`src/ittp_pkg.sv`:
```
`timescale 1ns / 1ps
// ----------------------------------------------------------------------------
// ittp_pkg
// Shared types, codes and helpers for the infix-to-postfix token reorder core.
// ----------------------------------------------------------------------------
package ittp_pkg;

  localparam int STACK_DEPTH = 64;
  localparam int ADDR_W      = $clog2(STACK_DEPTH);

  typedef logic [ADDR_W-1:0] addr_t;
  typedef logic [5:0]        entry_t;

  localparam addr_t STACK_CAP = addr_t'(STACK_DEPTH - 1);

  // input token kinds
  localparam logic [2:0] KIND_NUMBER = 3'd0;
  localparam logic [2:0] KIND_WORD   = 3'd1;
  localparam logic [2:0] KIND_OPER   = 3'd2;
  localparam logic [2:0] KIND_LPAREN = 3'd3;
  localparam logic [2:0] KIND_RPAREN = 3'd4;
  localparam logic [2:0] KIND_END    = 3'd5;

  // result kinds
  localparam logic [2:0] OUT_NUMBER = 3'd0;
  localparam logic [2:0] OUT_WORD   = 3'd1;
  localparam logic [2:0] OUT_OPER   = 3'd2;
  localparam logic [2:0] OUT_ERROR  = 3'd3;
  localparam logic [2:0] OUT_END    = 3'd4;

  localparam logic [2:0] OP_MINUS = 3'd1;
  localparam logic [2:0] OP_DIV   = 3'd3;
  localparam logic [2:0] OP_POWER = 3'd4;

  localparam logic [3:0] WORD_OTHER = 4'd11;

  localparam entry_t ENTRY_OP     = 6'd16;
  localparam entry_t ENTRY_LPAREN = 6'd32;

  typedef struct packed {
    logic [2:0]  kind;
    logic [2:0]  op;
    logic [3:0]  word;
    logic [31:0] number;
  } item_t;

  typedef struct packed {
    logic   wr_en;
    addr_t  wr_addr;
    entry_t wr_data;
    logic   rd_en;
    addr_t  rd_addr;
  } stack_req_t;

  function automatic logic [2:0] entry_prec(entry_t e);
    logic [2:0] p;
    if (e == ENTRY_LPAREN) begin
      p = 3'd0;
    end else if (e >= ENTRY_OP) begin
      if (e[2:0] <= OP_MINUS)    p = 3'd1;
      else if (e[2:0] <= OP_DIV) p = 3'd2;
      else                       p = 3'd3;
    end else if (e < entry_t'(WORD_OTHER)) begin
      p = 3'd4;
    end else begin
      p = 3'd0;
    end
    return p;
  endfunction

  function automatic item_t entry_item(entry_t e);
    item_t it;
    it = '0;
    if (e >= ENTRY_OP) begin
      it.kind = OUT_OPER;
      it.op   = e[2:0];
    end else begin
      it.kind = OUT_WORD;
      it.word = e[3:0];
    end
    return it;
  endfunction

endpackage

```
`src/ittp_stack_ram.sv`:
```
`timescale 1ns / 1ps
// ----------------------------------------------------------------------------
// ittp_stack_ram
// Operator stack storage: one write and one registered read per cycle.
// ----------------------------------------------------------------------------
module ittp_stack_ram (
  input  logic                clk,
  input  ittp_pkg::stack_req_t req,
  output ittp_pkg::entry_t     rd_data
);
  import ittp_pkg::*;

  entry_t mem [STACK_DEPTH];
  entry_t rd_data_r;

  always_ff @(posedge clk) begin
    if (req.wr_en) begin
      mem[req.wr_addr] <= req.wr_data;
    end
    if (req.rd_en) begin
      rd_data_r <= mem[req.rd_addr];
    end
  end

  assign rd_data = rd_data_r;

endmodule

```
`src/infix_to_postfix_token_reorder_core.sv`:
```
`timescale 1ns / 1ps
// A number item is registered in pend and then moved into the output register.
// The core takes one token at a time (in_tready is high only in S_IDLE); each stack
//   entry removed takes a read and a check state; the stack read is registered.
// A stalled output holds the engine when an item is made while another is pending,
//   and in S_FLUSH while the pending item waits to move to the output.
// Reset (rst_n low, synchronous) empties the stack and drops any pending item.
// ----------------------------------------------------------------------------
// infix_to_postfix_token_reorder_core
// Shunting-yard reorder of lexed infix tokens into postfix order.
// ----------------------------------------------------------------------------
module infix_to_postfix_token_reorder_core (
  input  logic        clk,
  input  logic        rst_n,
  input  logic        in_tvalid,
  output logic        in_tready,
  input  logic [39:0] in_tdata,   // op_code[2:0], word_id[6:3], number_bits[38:7]
  input  logic [2:0]  in_tuser,   // kind[2:0]
  output logic        out_tvalid,
  input  logic        out_tready,
  output logic [39:0] out_tdata,  // out_op[2:0], out_word[6:3], out_number[38:7]
  output logic [2:0]  out_tuser,  // out_kind[2:0]
  output logic        out_tlast
);
  import ittp_pkg::*;

  typedef enum logic [2:0] {S_IDLE, S_PUSH, S_POP_RD, S_POP_CHK, S_FLUSH} state_t;
  typedef enum logic [1:0] {M_OPER, M_RPAREN, M_END} mode_t;

  state_t     state_r, state_nxt;
  mode_t      mode_r, mode_nxt;
  addr_t      count_r, count_nxt;
  entry_t     entry_r, entry_nxt;
  item_t      pend_r, pend_nxt;
  logic       pend_v_r, pend_v_nxt;
  item_t      out_item_r, out_item_nxt;
  logic       out_valid_r, out_valid_nxt;
  logic       out_last_r, out_last_nxt;

  stack_req_t req;
  entry_t     top;
  logic       ofree, can_put, put;
  item_t      put_item;
  logic [2:0] cur_prec, top_prec;
  logic       pops;
  logic [2:0] in_op;
  logic [3:0] in_word;

  ittp_stack_ram u_ram (
    .clk     (clk),
    .req     (req),
    .rd_data (top)
  );

  assign in_op   = in_tdata[2:0];
  assign in_word = in_tdata[6:3];

  assign ofree    = !out_valid_r || out_tready;
  assign can_put  = !pend_v_r || ofree;
  assign cur_prec = entry_prec(entry_r);
  assign top_prec = entry_prec(top);
  assign pops     = (top_prec > cur_prec) ||
                    ((top_prec == cur_prec) && (entry_r[2:0] != OP_POWER));

  always_comb begin
    state_nxt     = state_r;
    mode_nxt      = mode_r;
    count_nxt     = count_r;
    entry_nxt     = entry_r;
    pend_nxt      = pend_r;
    pend_v_nxt    = pend_v_r;
    out_item_nxt  = out_item_r;
    out_valid_nxt = out_valid_r && !out_tready;
    out_last_nxt  = out_last_r;
    req           = '0;
    put           = 1'b0;
    put_item      = '0;

    unique case (state_r)
      S_IDLE: begin
        if (in_tvalid) begin
          case (in_tuser)
            KIND_NUMBER: begin
              put             = 1'b1;
              put_item.kind   = OUT_NUMBER;
              put_item.number = in_tdata[38:7];
              state_nxt       = S_FLUSH;
            end
            KIND_WORD: begin
              entry_nxt = {2'b00, (in_word > WORD_OTHER) ? WORD_OTHER : in_word};
              state_nxt = S_PUSH;
            end
            KIND_OPER: begin
              if (in_op <= OP_POWER) begin
                entry_nxt = ENTRY_OP + entry_t'(in_op);
                mode_nxt  = M_OPER;
                state_nxt = S_POP_RD;
              end
            end
            KIND_LPAREN: begin
              entry_nxt = ENTRY_LPAREN;
              state_nxt = S_PUSH;
            end
            KIND_RPAREN: begin
              mode_nxt  = M_RPAREN;
              state_nxt = S_POP_RD;
            end
            KIND_END: begin
              mode_nxt  = M_END;
              state_nxt = S_POP_RD;
            end
            default: ;
          endcase
        end
      end

      S_PUSH: begin
        if (count_r >= STACK_CAP) begin
          if (can_put) begin
            put           = 1'b1;
            put_item.kind = OUT_ERROR;
            state_nxt     = S_FLUSH;
          end
        end else begin
          req.wr_en   = 1'b1;
          req.wr_addr = count_r;
          req.wr_data = entry_r;
          count_nxt   = count_r + addr_t'(1);
          state_nxt   = S_FLUSH;
        end
      end

      // writes happen only in S_PUSH, which always passes through S_FLUSH and S_IDLE before any read
      S_POP_RD: begin
        if (count_r == '0) begin
          unique case (mode_r)
            M_OPER:   state_nxt = S_PUSH;
            M_RPAREN: state_nxt = S_FLUSH;
            M_END: begin
              if (can_put) begin
                put           = 1'b1;
                put_item.kind = OUT_END;
                state_nxt     = S_FLUSH;
              end
            end
            default: state_nxt = S_FLUSH;
          endcase
        end else begin
          req.rd_en   = 1'b1;
          req.rd_addr = count_r - addr_t'(1);
          state_nxt   = S_POP_CHK;
        end
      end

      S_POP_CHK: begin
        unique case (mode_r)
          M_OPER: begin
            if (top == ENTRY_LPAREN || !pops) begin
              state_nxt = S_PUSH;
            end else if (can_put) begin
              put       = 1'b1;
              put_item  = entry_item(top);
              count_nxt = count_r - addr_t'(1);
              state_nxt = S_POP_RD;
            end
          end
          M_RPAREN: begin
            if (top == ENTRY_LPAREN) begin
              count_nxt = count_r - addr_t'(1);
              state_nxt = S_FLUSH;
            end else if (can_put) begin
              put       = 1'b1;
              put_item  = entry_item(top);
              count_nxt = count_r - addr_t'(1);
              state_nxt = S_POP_RD;
            end
          end
          M_END: begin
            if (top == ENTRY_LPAREN) begin
              count_nxt = count_r - addr_t'(1);
              state_nxt = S_POP_RD;
            end else if (can_put) begin
              put       = 1'b1;
              put_item  = entry_item(top);
              count_nxt = count_r - addr_t'(1);
              state_nxt = S_POP_RD;
            end
          end
          default: state_nxt = S_FLUSH;
        endcase
      end

      S_FLUSH: begin
        if (!pend_v_r) begin
          state_nxt = S_IDLE;
        end else if (ofree) begin
          out_valid_nxt = 1'b1;
          out_item_nxt  = pend_r;
          out_last_nxt  = 1'b1;
          pend_v_nxt    = 1'b0;
          state_nxt     = S_IDLE;
        end
      end

      default: state_nxt = S_IDLE;
    endcase

    // the newest item waits in pend until it is known whether it is the last
    if (put) begin
      if (pend_v_r) begin
        out_valid_nxt = 1'b1;
        out_item_nxt  = pend_r;
        out_last_nxt  = 1'b0;
      end
      pend_nxt   = put_item;
      pend_v_nxt = 1'b1;
    end
  end

  always_ff @(posedge clk) begin
    if (!rst_n) begin
      state_r     <= S_IDLE;
      mode_r      <= M_OPER;
      count_r     <= '0;
      pend_v_r    <= 1'b0;
      out_valid_r <= 1'b0;
    end else begin
      state_r     <= state_nxt;
      mode_r      <= mode_nxt;
      count_r     <= count_nxt;
      pend_v_r    <= pend_v_nxt;
      out_valid_r <= out_valid_nxt;
    end
    entry_r    <= entry_nxt;
    pend_r     <= pend_nxt;
    out_item_r <= out_item_nxt;
    out_last_r <= out_last_nxt;
  end

  assign in_tready  = (state_r == S_IDLE);
  assign out_tvalid = out_valid_r;
  assign out_tuser  = out_item_r.kind;
  assign out_tdata  = {1'b0, out_item_r.number, out_item_r.word, out_item_r.op};
  assign out_tlast  = out_last_r;

endmodule

```
`config.mk`:
```
export PLATFORM = sky130hd
export DESIGN_NAME = infix_to_postfix_token_reorder_core
export DESIGN_NICKNAME = d
export VERILOG_FILES = /design/src/ittp_pkg.sv /design/src/ittp_stack_ram.sv /design/src/infix_to_postfix_token_reorder_core.sv
export SDC_FILE = /design/constraint.sdc
export NUM_CORES = 1
export LEC_CHECK = 0
export BUFFER_PORTS_ARGS = -buffer_cell sky130_fd_sc_hd__buf_2
export CAP_MARGIN = 0
export CORE_MARGIN = 5
export CORE_UTILIZATION = 60
export CTS_BUF_LIST = sky130_fd_sc_hd__clkbuf_8 sky130_fd_sc_hd__clkbuf_16
export DETAILED_ROUTE_END_ITERATION = 8
export MAX_ROUTING_LAYER = met4
export PLACE_DENSITY = 0.84
export SYNTH_ARGS = -nofsm -noshare
export SYNTH_HDL_FRONTEND = slang
export SYNTH_SLANG_ARGS = --single-unit
```
`constraint.sdc`:
```
create_clock -name clk -period 4.76 [get_ports clk]
set_clock_uncertainty 0.2 [all_clocks]
set_input_delay 0.952 -clock clk [delete_from_list [all_inputs] [get_ports clk]]
set_output_delay 0.952 -clock clk [all_outputs]
set_load 0.005 [all_outputs]
```
==> results.sh, run 1 <==
export IMPL_grt_overflow=0
export IMPL_p_leak_nw=8.19
export IMPL_drive_gt1_frac=0.161
export IMPL_postSynth_asyncResetShare=0
export IMPL_dr_pass1_iters=6
export IMPL_status="finished, final reports clean"
export IMPL_post_cts_buffers=0
export IMPL_place_gp_congestion=0.973
export IMPL_fin_nets=1621
export IMPL_cts_hold_buffers_added=0
export IMPL_synth_nets=1518
export IMPL_cts_num_sinks=494
export IMPL_syn_area_per_cell_sq_um=14.1
export IMPL_max_cap_viol_count=0
export IMPL_die_y_microns=195
export IMPL_cts_reportedPaths_clkPinSlew_ns=0.06
export IMPL_power_density_nw_per_um2=383
export IMPL_post_route_period_util=0.924
export IMPL_yosysUniqueCellTypes=86
export IMPL_met2_usage=0.399
export IMPL_pin_count=93
export IMPL_swShare=0.199
export IMPL_crit_family="compound AO/OA/AOI/OAI gates"
export IMPL_setup_viol=0
export IMPL_grt_use_total=0.260
export IMPL_ant_nets=0
export IMPL_worstMarginPinSlew_ns=1.24
export IMPL_p_clk_frac=0.427
export IMPL_path_cells="inv_1 -> ha_1 -> nor2b_1 -> a211oi_4 -> buf_4 -> mux4_2 -> or3_1 -> o2111ai_1 -> a2111oi_1"
export IMPL_area_delta_synth_final_pct=12.7
export IMPL_slowest_stage="a2111oi_1"
export IMPL_internal_power_mw=7.13
export IMPL_htreeDepth=2
export IMPL_synthFlopType="edfxtp_1"
export IMPL_ir_drop_uv=336
export IMPL_syn_area_sq_um=20600
export IMPL_hold_viol=0
export IMPL_dieArea_sq_um=38200
export IMPL_pwr_share_seq=0.535
export IMPL_grt_max_degree=85
export IMPL_timing_critical_path_buf_inv=2
export IMPL_final_setup_tns_ns=0
export IMPL_start_kind="flop"
export IMPL_worstSetupPathType="reg -> reg"
export IMPL_rows=68
export IMPL_placement_io_buffers=90
export IMPL_synth_area_leader_cell="edfxtp_1"
export IMPL_synth_top_area_frac=0.700
export IMPL_busiest_layer="met2"
export IMPL_grt_pass1_wl_microns=74500
export IMPL_wl_microns=49500
export IMPL_ys_seq_area_frac=0.713
export IMPL_initial_utilization=0.603
export IMPL_synth_edf_count=481
export IMPL_report_final_slew_viol_count=0
export IMPL_vias_per_cell=6.49
export IMPL_fin_util=0.680
export IMPL_drtIter0Drc=1756
export IMPL_endpoint_kind="flop"
export IMPL_clk_path_buf_depth=3
export IMPL_p_switching_mw=1.78
export IMPL_min_period_ns=4.40
export IMPL_wl_per_cell_microns=24.0
export IMPL_core_area_sq_um=34200
export IMPL_cts_root_buffer="clkbuf_16"
export IMPL_vias=13400
export IMPL_power_frac_comb=0.037
export IMPL_synth_area_top_cells="edfxtp_1 70%, and2_1 2.5%, nor2_1 2.4%, mux2i_1 2.3%, nand2_1 1.9%"
export IMPL_dp_hpwl_microns=31500
export IMPL_slew_headroom=0.171
export IMPL_rsz0062_at_grt="no"
export IMPL_antenna_found_initial=1
export IMPL_synthCells=1462
export IMPL_hp_class="reg -> reg"
export IMPL_clock_fmax_mhz=227
export IMPL_post_cts_resize_count=0
export IMPL_arrival_ns=4.44
export IMPL_die_w_microns=195
export IMPL_met1_usage=0.334
export IMPL_crit_fanout=19
export IMPL_worstPathRequired_ns=4.81
export IMPL_use_met3=0.0663
export IMPL_clkLatencyLatePin_ns=0.56
export IMPL_drc_errors=0
export IMPL_cts_buffers=48
export IMPL_cp_slowest_stage_delay_ns=0.76
export IMPL_yosysWarnings=0
export IMPL_synth_seq_cells=494
export IMPL_cts_tree="done"
export IMPL_grt_pass1_vias=12900
-- worst reg2reg max path, delay by kind of cell, from the launching register on --
family | cells | cell delay [ns]
AO/OA/AOI/OAI | 3 | 1.64
flip-flops | 1 | 0.65
buffers and inverters | 2 | 0.57
AND/OR/NAND/NOR | 2 | 0.39
adder cells (fa/ha/maj) | 1 | 0.38
multiplexers | 1 | 0.25
-- Yosys cell counts (7+ instances only) --
library cell / number
edfxtp_1: 481
nor3_1: 24
mux2_2: 23
xnor2_1: 7
dfxtp_1: 13
nand2_1: 106
inv_1: 18
a211oi_1: 24
buf_4: 11
nand3_1: 28
o22ai_1: 34
clkbuf_1: 36
and2_1: 84
a31oi_1: 25
buf_2: 29
a21oi_1: 62
a2bb2oi_1: 10
a221oi_1: 7
mux2i_1: 47
o221ai_1: 23
nor2_1: 133
o211ai_1: 9
o21ai_0: 55
o31ai_1: 9
or3_1: 13
nor2b_1: 10
nand2b_1: 10
nor4_1: 7
ha_1: 9
and3_1: 9
a22oi_1: 9
-- cells in the final DEF, fill, tap and decap left out, types with 10 or more instances in the layout --
master and n:
dfxtp_1 12, clkinv_2 11, nand3_1 28, clkbuf_16 50
a2bb2oi_1 10, inv_1 30, nand2_1 106, nor2_1 132
buf_2 90, o22ai_1 34, o21ai_0 55, edfxtp_1 481
mux2i_1 47, a21oi_1 62, buf_4 42, o221ai_1 23
a211oi_1 24, nor3_1 24, mux2_2 23, nor2b_1 10
a31oi_1 25, and2_1 84, nand2b_1 10, or3_1 13
-- layer usage --
layer / share of wire / wire, microns / vias up
met5: 0 / 0 / -
met4: 0.047 / 2320 / 0
met3: 0.12 / 6050 / 192
met2: 0.46 / 22700 / 932
met1: 0.37 / 18400 / 6379
li1: - / - / 5867
-- final timing paths --
check / depth (start not counted) / slack [ns] / endpoint / from
setup / recovery: 9 / 0.36 / u_ram.rd_data[2]$_DFFE_PP_ / count_r[1]$_SDFFE_PN0P_
hold / removal: 1 / 0.31 / flop / pend_r[32]$_SDFFCE_PN0P_
setup reg to reg: 9 / 0.36 / u_ram.rd_data[2]$_DFFE_PP_ / count_r[1]$_SDFFE_PN0P_
hold reg to reg: 1 / 0.31 / flop / pend_r[32]$_SDFFCE_PN0P_
-- logic make-up after synthesis --
| group | share of synthesized area |
|---|---|
| flops | 0.713 |
| simple gates | 0.108 |
| compound gates | 0.111 |
| buf+inv | 0.0229 |
| mux | 0.0365 |
| fa+ha+maj | 0.00546 |
| xor+xnor | 0.00340 |
| other cells | 0.000182 |
-- sequential cells by signal (all words and copies together), names as in the netlist, named ones only --
name	cells
count_r	6
entry_r	6
mode_r	2
out_tvalid	1
pend_r	42
pend_v_r	1
state_r	3
u_ram.mem	384
u_ram.rd_data	6
-- power groups by stage --
| stage | clock [mW] | sequential [mW] | combinational [mW] |
|---|---|---|---|
| global placement | 0 | 4.86 | 0.315 |
| global route | 4.03 | 4.76 | 0.356 |
| floorplan | 0 | 4.85 | 0.214 |
| detailed placement | 0 | 4.86 | 0.324 |
| finish | 3.81 | 4.76 | 0.334 |
| CTS | 3.84 | 4.76 | 0.327 |
-- metrics by stage --
stage	instances	power, mW	hold slack (ns)	setup slack (ns)	instance area, sq um
after floorplan	1462	5.06	0.296	0.770	20600
after global placement	1970	5.17	0.298	0.561	21600
after detailed placement	1970	5.18	0.304	0.495	21600
after CTS	2060	8.93	0.311	0.467	23300
after global routing	2061	9.15	0.336	0.274	23300
final	2061	8.91	0.311	0.363	23300
-- final cells by class --
class,instances,area (sq um)
sequential,494,14700
fill,2268,10900
multi-input combinational,867,5490
clock buffer,53,1290
timing repair buffer,133,786
tap,455,569
clock inverter,37,323
inverter,21,78.8
antenna,1,2.50
Note: power is estimated with default switching activity, not from simulation.
==> run 2, diff against run 1 <==
--- a/config.mk
+++ b/config.mk
@@ -8,11 +8,12 @@
 export BUFFER_PORTS_ARGS = -buffer_cell sky130_fd_sc_hd__buf_2
 export CAP_MARGIN = 0
 export CORE_MARGIN = 5
-export CORE_UTILIZATION = 60
+export CORE_UTILIZATION = 61
 export CTS_BUF_LIST = sky130_fd_sc_hd__clkbuf_8 sky130_fd_sc_hd__clkbuf_16
 export DETAILED_ROUTE_END_ITERATION = 8
 export MAX_ROUTING_LAYER = met4
-export PLACE_DENSITY = 0.84
+export PLACE_DENSITY = 0.85
 export SYNTH_ARGS = -nofsm -noshare
 export SYNTH_HDL_FRONTEND = slang
+export SYNTH_HIERARCHICAL = 1
 export SYNTH_SLANG_ARGS = --single-unit
==> run 2 against run 1 <==
  * Critical path depth rose by 4
  * Register-to-register slack gained 0.20 ns
  * First-iteration DRC count is 18% lower
  * Critical endpoint is now u_ram/rd_data[2]$_DFFE_PP_
  * Critical path type unchanged
==> results.sh, run 2 <==
export IMPL_status="finished, final reports clean"
export IMPL_grt_max_degree=65
export IMPL_slowest_stage="mux4_2"
export IMPL_fin_cells=1720
export IMPL_yosysUniqueCellTypes=76
export IMPL_initial_utilization=0.620
export IMPL_yosysWarnings=6
export IMPL_dp_cells=1633
export IMPL_ff2ff_setup_slack_ns=0.56
export IMPL_synth_seq_cells=494
export IMPL_post_cts_resize_count=0
export IMPL_antenna_found_initial=0
export IMPL_synthTopCellsByCount="481 x edfxtp_1, 103 x mux4_2, 92 x nor2_1, 62 x nand2_1, 51 x and2_1"
export IMPL_dp_hpwl_microns=26200
export IMPL_cts_reportedPaths_clkPinSlew_ns=0.06
export IMPL_drive_gt1_frac=0.250
export IMPL_htreeDepth=2
export IMPL_pin_count=93
export IMPL_synth_area_top_cells="edfxtp_1 71%, mux4_2 11%, nor2_1 1.7%, and2_1 1.6%, dfxtp_1 1.3%"
export IMPL_reg_top3="u_ram/mem (384), pend_r (42)"
export IMPL_hp_class="reg -> reg"
export IMPL_hold_viol=0
export IMPL_slew_headroom=0.159
export IMPL_post_route_period_util=0.882
export IMPL_final_seq_area_sq_um=14700
export IMPL_drtIter0Drc=1445
export IMPL_multi_input_area_sq_um=5190
export IMPL_post_cts_buffers=0
export IMPL_worstPathRequired_ns=4.86
export IMPL_rows=66
export IMPL_min_period_ns=4.20
export IMPL_worstSetupPathType="reg -> reg"
export IMPL_final_setup_tns_ns=0
export IMPL_power_density_nw_per_um2=387
export IMPL_synth_nets=1205
export IMPL_clkLatencyLatePin_ns=0.56
export IMPL_fin_nets=1297
export IMPL_vias_per_cell=6.47
export IMPL_synth_top_area_frac=0.712
export IMPL_placement_io_buffers=90
export IMPL_syn_area_sq_um=20300
export IMPL_grt_pass1_wl_microns=66300
export IMPL_grt_pass1_vias=10900
export IMPL_synth_edf_count=481
export IMPL_area_delta_synth_final_pct=12.2
export IMPL_endpoint_kind="flop"
export IMPL_max_cap_viol_count=0
export IMPL_die_w_microns=192
export IMPL_insertedDiodeCount=0
export IMPL_cts_num_sinks=494
export IMPL_clk_path_buf_depth=3
export IMPL_dieArea_sq_um=37000
export IMPL_arrival_ns=4.29
export IMPL_cts_tree="done"
export IMPL_cts_buffers=48
export IMPL_yosysMostFrequentCell="edfxtp_1"
export IMPL_synthFlopType="edfxtp_1"
export IMPL_place_gp_congestion=0.884
export IMPL_rsz0062_at_grt="no"
export IMPL_ir_drop_uv=251
export IMPL_n_fill_cell=1907
export IMPL_mostFrequentLayoutCells="481 x edfxtp_1, 103 x mux4_2, 90 x buf_2"
export IMPL_drc_errors=0
export IMPL_wl_microns=43700
export IMPL_wl_per_cell_microns=25.4
export IMPL_core_area_sq_um=32700
export IMPL_cp_slowest_stage_delay_ns=0.52
export IMPL_final_common_cell="edfxtp_1"
export IMPL_path_cells="inv_1 -> ha_1 -> or3b_4 -> nor3_2 -> or2_2 -> nor2_4 -> buf_12 -> buf_4 -> mux4_2 -> o221ai_1 -> o21ai_0 -> nand3_1 -> nand2_1"
export IMPL_p_leak_nw=7.53
export IMPL_report_final_slew_viol_count=0
export IMPL_vias=11100
export IMPL_die_y_microns=192
export IMPL_ant_nets=0
export IMPL_cts_root_buffer="clkbuf_16"
export IMPL_postSynth_asyncResetShare=0
export IMPL_worstMarginPinSlew_ns=1.26
export IMPL_crit_fanout=28
export IMPL_synth_area_leader_cell="edfxtp_1"
export IMPL_grt_overflow=0
export IMPL_ys_seq_area_frac=0.725
export IMPL_dr_pass1_iters=6
export IMPL_start_kind="flop"
export IMPL_regMostFlops="u_ram/mem"
export IMPL_largest_reg_flops=384
export IMPL_cts_hold_buffers_added=0
export IMPL_syn_area_per_cell_sq_um=17.7
export IMPL_setup_viol=0
export IMPL_grt_use_total=0.246
export IMPL_clock_fmax_mhz=238
export IMPL_synthCells=1149
## run 2: cell types whose count changed after synthesis, sizes merged, moves of 15 or more
| cell | change |
|---|---|
| and2 | -30 |
| o221ai | -18 |
| nor3 | -15 |
| nand2 | -44 |
| a31oi | -17 |
| mux2i | -32 |
| o21ai | -41 |
| mux4 | +102 |
| and3 | +35 |
| a21oi | -45 |
| mux2 | -22 |
| nor2 | -40 |
| a211oi | -24 |
| o22ai | -26 |
## run 2: cell type report
| cell class | instances | share of cell area |
|---|---|---|
| Sequential cell | 494 | 0.646 |
| Multi-Input combinational cell | 570 | 0.228 |
| Clock buffer | 48 | 0.0528 |
| Timing Repair Buffer | 108 | 0.0290 |
| Tap cell | 442 | 0.0243 |
| Clock inverter | 39 | 0.0167 |
| Inverter | 19 | 0.00313 |
## run 2: logic make-up (layout without fill, tap and decap cells)
logic type | Yosys count | in the layout | synth area share
compound gates | 100 | 100 | 0.0349
xor+xnor | 5 | 5 | 0.00216
fa+ha+maj | 9 | 9 | 0.00555
buf+inv | 85 | 214 | 0.0212
flops | 494 | 494 | 0.725
mux | 119 | 119 | 0.122
other cells | 1 | 1 | 0.000185
simple gates | 336 | 336 | 0.0886
## run 2: critical path, delay by kind of cell (launching register included)
kind / cells / cell delay [ns]
buf+inv: 3 / 0.61
simple gates: 6 / 1.33
fa+ha+maj: 1 / 0.25
compound gates: 2 / 0.49
flops: 1 / 0.49
mux: 1 / 0.52
## run 2: final timing paths
check                                start                         end  cells past startpoint
setup reg to reg   count_r[0]$_SDFFE_PN0P_  u_ram/rd_data[2]$_DFFE_PP_                     13
hold reg to reg   pend_r[28]$_SDFFCE_PN0P_                        flop                      1
setup / recovery   count_r[0]$_SDFFE_PN0P_  u_ram/rd_data[2]$_DFFE_PP_                     13
hold / removal    pend_r[28]$_SDFFCE_PN0P_                        flop                      1
## run 2: metal layers
metal | global-route usage | wire length [microns] | up-vias
li1 | - | - | 4725
met1 | 0.333 | 16200 | 5566
met2 | 0.391 | 21700 | 715
met3 | 0.0456 | 4470 | 122
met4 | 0.0741 | 1410 | 0
met5 | - | 0 | -
## run 2: metrics by stage
step                      total power, mW  worst slack [ns]   util  hold slack, ns  area, sq um
final                                8.82             0.562  0.696           0.348        22800
after global routing                 9.10             0.343  0.696           0.376        22800
after CTS                            8.86             0.546  0.696           0.349        22800
after detailed placement             5.13             0.613  0.648           0.335        21200
after global placement               5.12             0.674  0.648           0.331        21200
after floorplan                      5.04             0.850      -           0.296        20300
## run 2: power breakdown
group / internal [mW] / switching, mW
combinational: 0.0905 / 0.166
clock: 2.18 / 1.60
sequential: 4.77 / 0.0156
==> run 3, diff against run 2 <==
==> constraint.sdc (replaced) <==
create_clock -name clk -period 3.9 [get_ports clk]
set_clock_uncertainty 0.2 [all_clocks]
set_input_delay 0.78 -clock clk [delete_from_list [all_inputs] [get_ports clk]]
set_output_delay 0.78 -clock clk [all_outputs]
set_load 0.005 [all_outputs]
==> run 3 against run 2 <==
  * Largest cell class unchanged
  * Global-route usage increased by 0.90 points
  * Maximum frequency rose by 13%
  * Routed wire length increased by 2.6%
  * Die area unchanged
  * Worst hold slack worse by 0.027 ns
  * Sequential power increased by 22%
  * Sequential share of layout area is 1.2 points lower
  * Register-to-register slack worse by 0.37 ns
  * Non-clock buffer count is 53 higher
  * Cell count increased by 3.1%
  * Utilization is 1.3 points higher
  * Highest routed layer unchanged
==> results.sh, run 3 (synthesis results as in run 2) <==
export IMPL_status="finished, final reports clean"
export IMPL_antenna_found_initial=0
export IMPL_slew_headroom=0.216
export IMPL_fin_nets=1350
export IMPL_clk_path_buf_depth=3
export IMPL_grt_max_degree=65
export IMPL_largest_reg_flops=384
export IMPL_place_gp_congestion=0.853
export IMPL_dp_hpwl_microns=27100
export IMPL_crit_path_frequent_cell="buf_4"
export IMPL_dr_pass1_iters=6
export IMPL_vias=11300
export IMPL_rows=66
export IMPL_max_cap_viol_count=0
export IMPL_drtIter0Drc=1332
export IMPL_area_delta_synth_final_pct=14.4
export IMPL_worstPathRequired_ns=3.98
export IMPL_mostFrequentLayoutCells="481 x edfxtp_1, 103 x mux4_2, 90 x buf_2"
export IMPL_p_leak_nw=7.85
export IMPL_setup_viol=0
export IMPL_cp_slowest_stage_delay_ns=0.42
export IMPL_cts_tree="done"
export IMPL_clkLatencyLatePin_ns=0.56
export IMPL_n_fill_cell=1907
export IMPL_worstSetupPathType="reg -> reg"
export IMPL_initial_utilization=0.620
export IMPL_insertedDiodeCount=0
export IMPL_pin_count=93
export IMPL_drive_gt1_frac=0.273
export IMPL_path_cells="inv_1 -> ha_1 -> or3b_4 -> nor3_2 -> or2_2 -> buf_4 -> nor2_4 -> buf_12 -> buf_4 -> buf_4 -> buf_4 -> mux4_2 -> mux2i_1 -> a22oi_1 -> o211ai_1 -> nand2_1"
export IMPL_cts_num_sinks=494
export IMPL_ant_nets=0
export IMPL_power_density_nw_per_um2=462
export IMPL_arrival_ns=3.79
export IMPL_wl_microns=44900
export IMPL_grt_overflow=0
export IMPL_ir_drop_uv=443
export IMPL_final_common_cell="edfxtp_1"
export IMPL_min_path_cells=2
export IMPL_cts_buffers=48
export IMPL_dieArea_sq_um=37000
export IMPL_r2r_worst_path_cells=16
export IMPL_vias_per_cell=6.39
export IMPL_crit_fanout=7
export IMPL_slowest_stage="or3b_4"
export IMPL_htreeDepth=2
export IMPL_post_route_period_util=0.951
export IMPL_worstMarginPinSlew_ns=1.18
export IMPL_hold_ws_ns=0.321
export IMPL_grt_pass1_wl_microns=68700
export IMPL_clock_fmax_mhz=270
export IMPL_regMostFlops="u_ram/mem"
export IMPL_grt_use_total=0.255
export IMPL_rsz0062_at_grt="no"
export IMPL_core_area_sq_um=32700
export IMPL_die_y_microns=192
export IMPL_start_kind="flop"
export IMPL_hold_viol=0
export IMPL_cts_root_buffer="clkbuf_16"
export IMPL_drc_errors=0
export IMPL_hp_class="in -> reg"
export IMPL_endpoint_kind="flop"
export IMPL_grt_pass1_vias=11600
export IMPL_wl_per_cell_microns=25.3
export IMPL_cts_reportedPaths_clkPinSlew_ns=0.06
export IMPL_die_w_microns=192
export IMPL_report_final_slew_viol_count=0
export IMPL_reg_top3="u_ram/mem (384), pend_r (42)"
export IMPL_final_setup_tns_ns=0
export IMPL_placement_io_buffers=90
export IMPL_min_period_ns=3.71
==> run 3: worst paths after layout <==
path                             from                    endpoint  slack, ns
max           count_r[0]$_SDFFE_PN0P_  u_ram/rd_data[5]$_DFFE_PP_       0.19
min                      in_tdata[13]     pend_r[6]$_SDFFCE_PN0P_       0.32
max reg2reg   count_r[0]$_SDFFE_PN0P_  u_ram/rd_data[5]$_DFFE_PP_       0.19
min reg2reg  pend_r[13]$_SDFFCE_PN0P_                        flop       0.35
==> run 3: what timing repair did <==
| item | CTS | global route |
|---|---|---|
| gates resized for setup | 0 | 0 |
| hold buffers | 0 | 0 |
| endpoints found under the setup margin | 0 | 1 |
| setup buffers | 0 | 4 |
==> run 3: per-layer routing <==
metal	vias up	share of wire	global-route usage	routed length, microns
li1	4840	-	-	-
met1	5671	0.37	0.325	16400
met2	693	0.50	0.417	22600
met3	133	0.086	0.0425	3870
met4	0	0.044	0.0998	1990
met5	-	0	-	0
==> run 3: worst max-delay path, delay by kind of cell (launching register included) <==
family                   cells  cell delay [ns]
flip-flops                   1             0.31
multiplexers                 2             0.55
AO/OA/AOI/OAI                2             0.32
adder cells (fa/ha/maj)      1             0.23
buffers and inverters        6             0.80
AND/OR/NAND/NOR              5             1.03
==> run 3: stage by stage <==
| stage | setup slack [ns] | cells | utilization | total power, mW | area, sq um |
|---|---|---|---|---|---|
| final | 0.191 | 1773 | 0.709 | 10.7 | 23200 |
| after global routing | 0.0276 | 1773 | 0.709 | 11.1 | 23200 |
| after CTS | 0.173 | 1769 | 0.708 | 10.8 | 23200 |
| after detailed placement | 0.219 | 1682 | 0.660 | 6.27 | 21600 |
| after global placement | 0.246 | 1682 | 0.660 | 6.25 | 21600 |
| after floorplan | 0.342 | 1149 | - | 6.15 | 20300 |
==> run 3: report_power, final <==
group | switching, mW | leakage, nW | internal [mW]
logic | 0.215 | 2.54 | 0.118
registers | 0.0145 | 4.49 | 5.82
clock network | 1.87 | 0.821 | 2.69
==> run 3: final cells by class <==
cell class,count,area [sq um],share of cell area
Sequential cell,494,14700,0.634
Multi-Input combinational cell,570,5190,0.224
Clock buffer,50,1240,0.0534
Timing Repair Buffer,161,1120,0.0483
Tap cell,442,553,0.0238
Clock inverter,37,319,0.0138
Inverter,19,71.3,0.00307
